## src/design/chs_geometry_translator_unit_defines.svh

```systemverilog
// ----------------------------------------------------------------------------
// chs geometry translator assertion macros
// shared assertion helpers for the translator top level
// ----------------------------------------------------------------------------
`ifndef CHS_GEOMETRY_TRANSLATOR_UNIT_DEFINES_SVH
`define CHS_GEOMETRY_TRANSLATOR_UNIT_DEFINES_SVH

// implication checked on every clock edge outside reset
`define CHS_ASSERT_IMP(label, ante, cons) \
  label: assert property (@(posedge clk) disable iff (!rst_n) (ante) |-> (cons)) \
    else $error("assertion failed");

// implication whose consequent is checked in the cycle after the antecedent
`define CHS_ASSERT_NEXT(label, ante, cons) \
  label: assert property (@(posedge clk) disable iff (!rst_n) (ante) |=> (cons)) \
    else $error("assertion failed");

`endif

```

## src/design/chs_pkg.sv

```systemverilog
// ----------------------------------------------------------------------------
// chs geometry translator package
// shared types and constants
// ----------------------------------------------------------------------------
package chs_pkg;

  localparam logic [31:0] CYL_LIMIT   = 32'd1024;
  localparam logic [31:0] HEAD_LIMIT  = 32'd256;
  localparam logic [31:0] SECT_LIMIT  = 32'd64;
  localparam logic [6:0]  TYPES_RESET = 7'd47;

  localparam logic KIND_LOAD     = 1'b0;
  localparam logic KIND_DIAGNOSE = 1'b1;

  localparam logic [1:0] VERDICT_SMALLER = 2'd0;
  localparam logic [1:0] VERDICT_EQUAL   = 2'd1;
  localparam logic [1:0] VERDICT_LARGER  = 2'd2;

  typedef struct packed {
    logic        kind;
    logic [5:0]  entry_index;
    logic [15:0] entry_cylinders;
    logic [7:0]  entry_heads;
    logic [7:0]  entry_sectors;
    logic [15:0] phys_cylinders;
    logic [7:0]  phys_heads;
    logic [7:0]  phys_sectors;
    logic [15:0] bios_cylinders;
    logic [7:0]  bios_heads;
    logic [7:0]  bios_sectors;
  } chs_in_t;

  typedef struct packed {
    logic [1:0]  verdict;
    logic [30:0] unused_kb;
    logic        many_cylinders;
    logic        suggest;
    logic [31:0] new_cylinders;
    logic [31:0] new_heads;
    logic [31:0] new_sectors;
    logic [6:0]  best_type;
    logic [30:0] leftover_kb;
    logic        stuck_on_prime;
  } chs_out_t;

  // handshake between top level and divider
  typedef struct packed {
    logic        start;
    logic [31:0] dividend;
    logic [31:0] divisor;
  } chs_div_req_t;

  typedef struct packed {
    logic        done;
    logic [31:0] quotient;
    logic        rem_zero;
  } chs_div_rsp_t;

endpackage

```

## src/design/chs_div.sv

```systemverilog
// ----------------------------------------------------------------------------
// chs divider
// restoring divider, one quotient bit per cycle
// ----------------------------------------------------------------------------
module chs_div
  import chs_pkg::*;
(
  input  logic         clk,
  input  logic         rst_n,
  input  chs_div_req_t req,
  output chs_div_rsp_t rsp
);

  logic [31:0] quo_r, quo_nxt;
  logic [31:0] rem_r, rem_nxt;
  logic [31:0] dvs_r;
  logic [5:0]  cnt_r, cnt_nxt;
  logic        busy_r, busy_nxt;
  logic        done_r, done_nxt;
  logic [32:0] trial;

  always_comb begin
    quo_nxt  = quo_r;
    rem_nxt  = rem_r;
    cnt_nxt  = cnt_r;
    busy_nxt = busy_r;
    done_nxt = 1'b0;
    trial    = {rem_r, quo_r[31]};
    if (req.start) begin
      quo_nxt  = req.dividend;
      rem_nxt  = '0;
      cnt_nxt  = 6'd32;
      busy_nxt = 1'b1;
    end else if (busy_r) begin
      if (trial >= {1'b0, dvs_r}) begin
        rem_nxt = 32'(trial - {1'b0, dvs_r});
        quo_nxt = {quo_r[30:0], 1'b1};
      end else begin
        rem_nxt = trial[31:0];
        quo_nxt = {quo_r[30:0], 1'b0};
      end
      cnt_nxt = cnt_r - 6'd1;
      if (cnt_r == 6'd1) begin
        busy_nxt = 1'b0;
        done_nxt = 1'b1;
      end
    end
  end

  always_ff @(posedge clk) begin
    if (!rst_n) begin
      busy_r <= 1'b0;
      done_r <= 1'b0;
      cnt_r  <= '0;
    end else begin
      busy_r <= busy_nxt;
      done_r <= done_nxt;
      cnt_r  <= cnt_nxt;
    end
    quo_r <= quo_nxt;
    rem_r <= rem_nxt;
    if (req.start) begin
      dvs_r <= req.divisor;
    end
  end

  assign rsp.done     = done_r;
  assign rsp.quotient = quo_r;
  assign rsp.rem_zero = (rem_r == 32'd0);

endmodule

```

## config.mk

```make
export PLATFORM = sky130hd
export DESIGN_NAME = chs_div
export DESIGN_NICKNAME = d
export VERILOG_FILES = /design/src/design/chs_geometry_translator_unit_defines.svh /design/src/design/chs_pkg.sv /design/src/design/chs_div.sv
export SDC_FILE = /design/constraint.sdc
export NUM_CORES = 1
export LEC_CHECK = 0
export BUFFER_PORTS_ARGS = -buffer_cell sky130_fd_sc_hd__buf_4
export CAP_MARGIN = 5
export CORE_ASPECT_RATIO = 0.6
export CORE_MARGIN = 2
export CORE_UTILIZATION = 40
export DETAILED_ROUTE_END_ITERATION = 16
export PLACE_DENSITY = 0.58
export REMOVE_ABC_BUFFERS = 1
export SLEW_MARGIN = 25
export SYNTH_ARGS = -nofsm -noshare
export SYNTH_HDL_FRONTEND = slang
export SYNTH_SLANG_ARGS = --single-unit
```

## constraint.sdc

```tcl
create_clock -name clk -period 2.8 [get_ports clk]
set_input_delay 0.28 -clock clk [delete_from_list [all_inputs] [get_ports clk]]
set_output_delay 0.28 -clock clk [all_outputs]
set_load 0.005 [all_outputs]
```

==> metrics.txt <==
# TYPE chip_impl_metric gauge
chip_impl_metric{name="leakage_power",unit="nW"} 3.54
chip_impl_info{name="setup.worst_path.start",value="dvs_r[6]$_DFFE_PP_"} 1
chip_impl_metric{name="num-nets-final",unit=""} 859
chip_impl_metric{name="max-cap-violations",unit=""} 0
chip_impl_metric{name="global_route_wire_length_before_repair",unit="um"} 24500
chip_impl_metric{name="worst_slew_margin_rel",unit="%"} 55.0
chip_impl_metric{name="finalCritPeriodShare",unit="%"} 103
chip_impl_metric{name="register_area_share_after_synthesis",unit="%"} 46.4
chip_impl_metric{name="finalWorstPathRequiredPeriod",unit="ns"} 2.87
chip_impl_metric{name="clock_sink_count",unit=""} 104
chip_impl_metric{name="fin_skew",unit="ns"} 0.0121
chip_impl_metric{name="antennaDiodeCount",unit=""} 0
chip_impl_info{name="synth.top_cells.by_area",value="edfxtp_1 33%, dfxtp_1 14%, ha_1 7.2%"} 1
chip_impl_metric{name="number_of_fill_cells_in_the_layout",unit=""} 1244
chip_impl_metric{name="report.final.slew_viol_count",unit=""} 0
chip_impl_metric{name="dieHeight",unit="um"} 97.9
chip_impl_metric{name="tritoncts.num_buffers",unit=""} 9
chip_impl_metric{name="pin_count_of_the_biggest_net_entering_global_routing",unit=""} 71
chip_impl_metric{name="final-hold-violation-count",unit=""} 0
chip_impl_metric{name="globalRouteTotalUtil",unit="%"} 19.5
chip_impl_metric{name="buffer_ports.inserted",unit=""} 100
chip_impl_metric{name="hold-worst-slack",unit="ns"} 0.0859
chip_impl_metric{name="design.die.area",unit="um2"} 15700
chip_impl_metric{name="starting_drt_drc_count",unit=""} 387
chip_impl_metric{name="power_per_cell_area",unit="nW/um2"} 533
chip_impl_info{name="start_kind",value="flop"} 1
chip_impl_metric{name="worstPathRequired",unit="ns"} 3.04
chip_impl_metric{name="ys_seq_elements",unit=""} 104
chip_impl_metric{name="remaining_drc_errors",unit=""} 0
chip_impl_metric{name="design_power_total",unit="W"} 0.00437
chip_impl_info{name="hold_start",value="req[5]"} 1
chip_impl_metric{name="fraction_of_layout_cells_with_a_size_suffix_above_1",unit="%"} 39.9
chip_impl_metric{name="clock_latency",unit="ns"} 0.37
chip_impl_metric{name="htree_num_levels",unit=""} 3
chip_impl_metric{name="postCtsHoldBufs",unit=""} 0
chip_impl_metric{name="dp.cells",unit=""} 931
chip_impl_metric{name="routabilityCongestion",unit=""} 0.931
chip_impl_metric{name="synth.yosys.warnings",unit=""} 0
chip_impl_metric{name="average_via_count_per_standard_cell",unit=""} 5.23
chip_impl_info{name="worstHoldPathType",value="input pin to flop"} 1
chip_impl_info{name="synthDominantAreaCellType",value="edfxtp_1"} 1
chip_impl_metric{name="grt_pass1_vias",unit=""} 4870
chip_impl_metric{name="synth_top_area_share",unit="%"} 32.7
chip_impl_metric{name="gr-total-overflow",unit=""} 0
chip_impl_info{name="cts_tree",value="yes"} 1
chip_impl_metric{name="start_util",unit="%"} 40.7
chip_impl_metric{name="fmax",unit="GHz"} 0.348
chip_impl_metric{name="ys_async_sr_fraction",unit="%"} 0
chip_impl_info{name="rsz_0062_raised_after_global_routing",value="true"} 1
chip_impl_metric{name="clock_tree.buffer_depth",unit=""} 2
chip_impl_metric{name="antenna_found_initial",unit=""} 0
chip_impl_info{name="violations",value="negative setup slack"} 1
chip_impl_metric{name="boundaryPins",unit=""} 101
chip_impl_metric{name="timing.setup.tns",unit="ns"} -0.267
chip_impl_metric{name="total_core_area",unit="um2"} 14400
chip_impl_metric{name="average_wire_per_standard_cell",unit="um"} 16.1
chip_impl_metric{name="detailed_place_hpwl",unit="um"} 10700
chip_impl_metric{name="clkTransAtPathRegs",unit="ns"} 0.08
chip_impl_metric{name="die_width",unit="um"} 160
chip_impl_metric{name="worst_ir_drop_vdd",unit="mV"} 0.265
chip_impl_metric{name="layout-area-overhead-vs-synth",unit="%"} 39.7
chip_impl_metric{name="avgSynthCellArea",unit="um2"} 10.1
chip_impl_info{name="status",value="complete, but fails checks"} 1
chip_impl_metric{name="dr.pass1.iters",unit=""} 5
chip_impl_metric{name="detail_route.wirelength",unit="um"} 15400
chip_impl_info{name="synth.most_common_cell",value="edfxtp_1"} 1
chip_impl_metric{name="syn-cell-area",unit="um2"} 5870
chip_impl_metric{name="detailroute.via_count",unit=""} 5016
chip_impl_metric{name="cp_max_fo",unit=""} 5
chip_impl_info{name="post_synth_most_frequent_cells",value="64 x edfxtp_1, 62 x nor2_1, 53 x a21oi_1"} 1
chip_impl_metric{name="yosys.cell_types.count",unit=""} 54
chip_impl_metric{name="rows",unit=""} 34
chip_impl_metric{name="ant_nets",unit=""} 0
chip_impl_info{name="clk_root_buffer_cell",value="clkbuf_16"} 1
chip_impl_info{name="timing_worst_setup_path_type",value="flop to flop"} 1
chip_impl_metric{name="setup_viol",unit=""} 11
chip_impl_metric{name="timing_worst_slew_pin_value",unit="ns"} 0.669
chip_impl_metric{name="stdcell_count",unit=""} 960
chip_impl_info{name="ys_dominant_reg_cell",value="edfxtp_1"} 1
chip_impl_metric{name="post_synthesis_instance_total",unit=""} 582
chip_impl_metric{name="setup_slack",unit="ns"} -0.0742
chip_impl_info{name="nature_of_the_critical_path_endpoint",value="flop"} 1
chip_impl_metric{name="synth_enable_flop_cells",unit=""} 64
chip_impl_metric{name="critPathArrivalTime",unit="ns"} 3.12
chip_impl_info{name="critical_path.reg2reg.startpoint",value="dvs_r[6]$_DFFE_PP_"} 1
[cells in the final DEF, fill, tap and decap left out, types with 8 or more instances in the layout]
master	netlist	routed
a211oi_1	27	23
a21o_1	15	15
a21oi_1	53	37
a21oi_2	1	15
buf_4	3	178
clkbuf_16	0	10
dfxtp_1	40	40
edfxtp_1	64	64
ha_1	34	24
ha_4	0	9
inv_1	50	46
mux2_2	32	31
mux2i_1	9	9
nand2_1	29	29
nand4_1	8	8
nor2_1	62	58
nor4_1	9	9
o21ai_0	17	12
xnor2_1	22	21
xor2_1	9	9
[power breakdown]
part / switching (W) / internal, W / total, W
registers: 0.0000742 / 0.00177 / 0.00184
logic: 0.000621 / 0.000641 / 0.00126
clock network: 0.000634 / 0.000634 / 0.00127
total: 0.00133 / 0.00304 / 0.00437
[repair_timing]
action | 4_1_cts | 5_1_grt
setup buffers | 2 | 8
cloned | 2 | 1
endpoints found under the setup margin | 32 | 32
pin swaps | 6 | 46
gates resized for setup | 13 | 73
[area by class of cell]
| type | instances | area [um2] | share of cell area [%] |
|---|---|---|---|
| Multi-Input combinational cell | 405 | 3250 | 39.7 |
| Sequential cell | 104 | 2720 | 33.2 |
| Timing Repair Buffer | 187 | 1490 | 18.2 |
| Tap cell | 198 | 248 | 3.02 |
| Clock buffer | 9 | 225 | 2.75 |
| Inverter | 50 | 188 | 2.29 |
| Clock inverter | 7 | 71.3 | 0.870 |
[sequential cells by signal (all words and copies together), names as in the netlist]
signal	count
busy_r	1
cnt_r	6
done_r	1
dvs_r	32
quo_r	32
rem_r	32
[worst paths after layout]
path	end	slack (ns)	cells after the start
setup / recovery	rem_r[15]$_SDFFE_PP0P_	-0.07	13
setup reg to reg	rem_r[15]$_SDFFE_PP0P_	-0.07	13
hold reg to reg	rem_r[17]$_SDFFE_PP0P_	0.51	2
hold / removal	dvs_r[5]$_DFFE_PP_	0.09	1
[layer usage]
layer / vias to the layer above / track usage [%] / share of wire (%)
li1: 2463 / - / -
met3: 22 / 7.56 / 10
met1: 2354 / 28.7 / 48
met2: 177 / 26.6 / 40
met4: 0 / 4.92 / 1.2
met5: - / 0 / 0
[through the flow]
stage          utilization, %  setup WS [ns]  instance area [um2]
2_1_floorplan               -         -0.866                 5750
5_1_grt                  56.9         -0.176                 8200
3_3_place_gp             50.9        -0.0948                 7340
4_1_cts                  53.7        -0.0371                 7750
3_5_place_dp             50.9         -0.128                 7340
6_report                 56.9        -0.0742                 8200
[cells by family (layout without fill, tap and decap cells)]
group | after synthesis | in the layout | share of synthesized area [%]
fa+ha+maj | 35 | 35 | 7.59
simple gates | 146 | 146 | 11.8
xor+xnor | 31 | 31 | 4.62
flops | 104 | 104 | 46.4
compound gates | 151 | 152 | 16.7
buf+inv | 74 | 253 | 5.26
mux | 41 | 41 | 7.67
[critical path, stage by stage (launching register included)]
cell and delay (ns):
edfxtp_1 0.38, inv_2 0.08, ha_4 0.19, a211o_1 0.30
a21oi_2 0.18, and4bb_4 0.29, o21ai_4 0.06, o21ai_2 0.16
and4b_2 0.29, o31a_4 0.23, buf_6 0.12, mux2_4 0.28
mux2i_1 0.13, nor2_1 0.06
No activity file was read; power rests on OpenSTA's default activity.
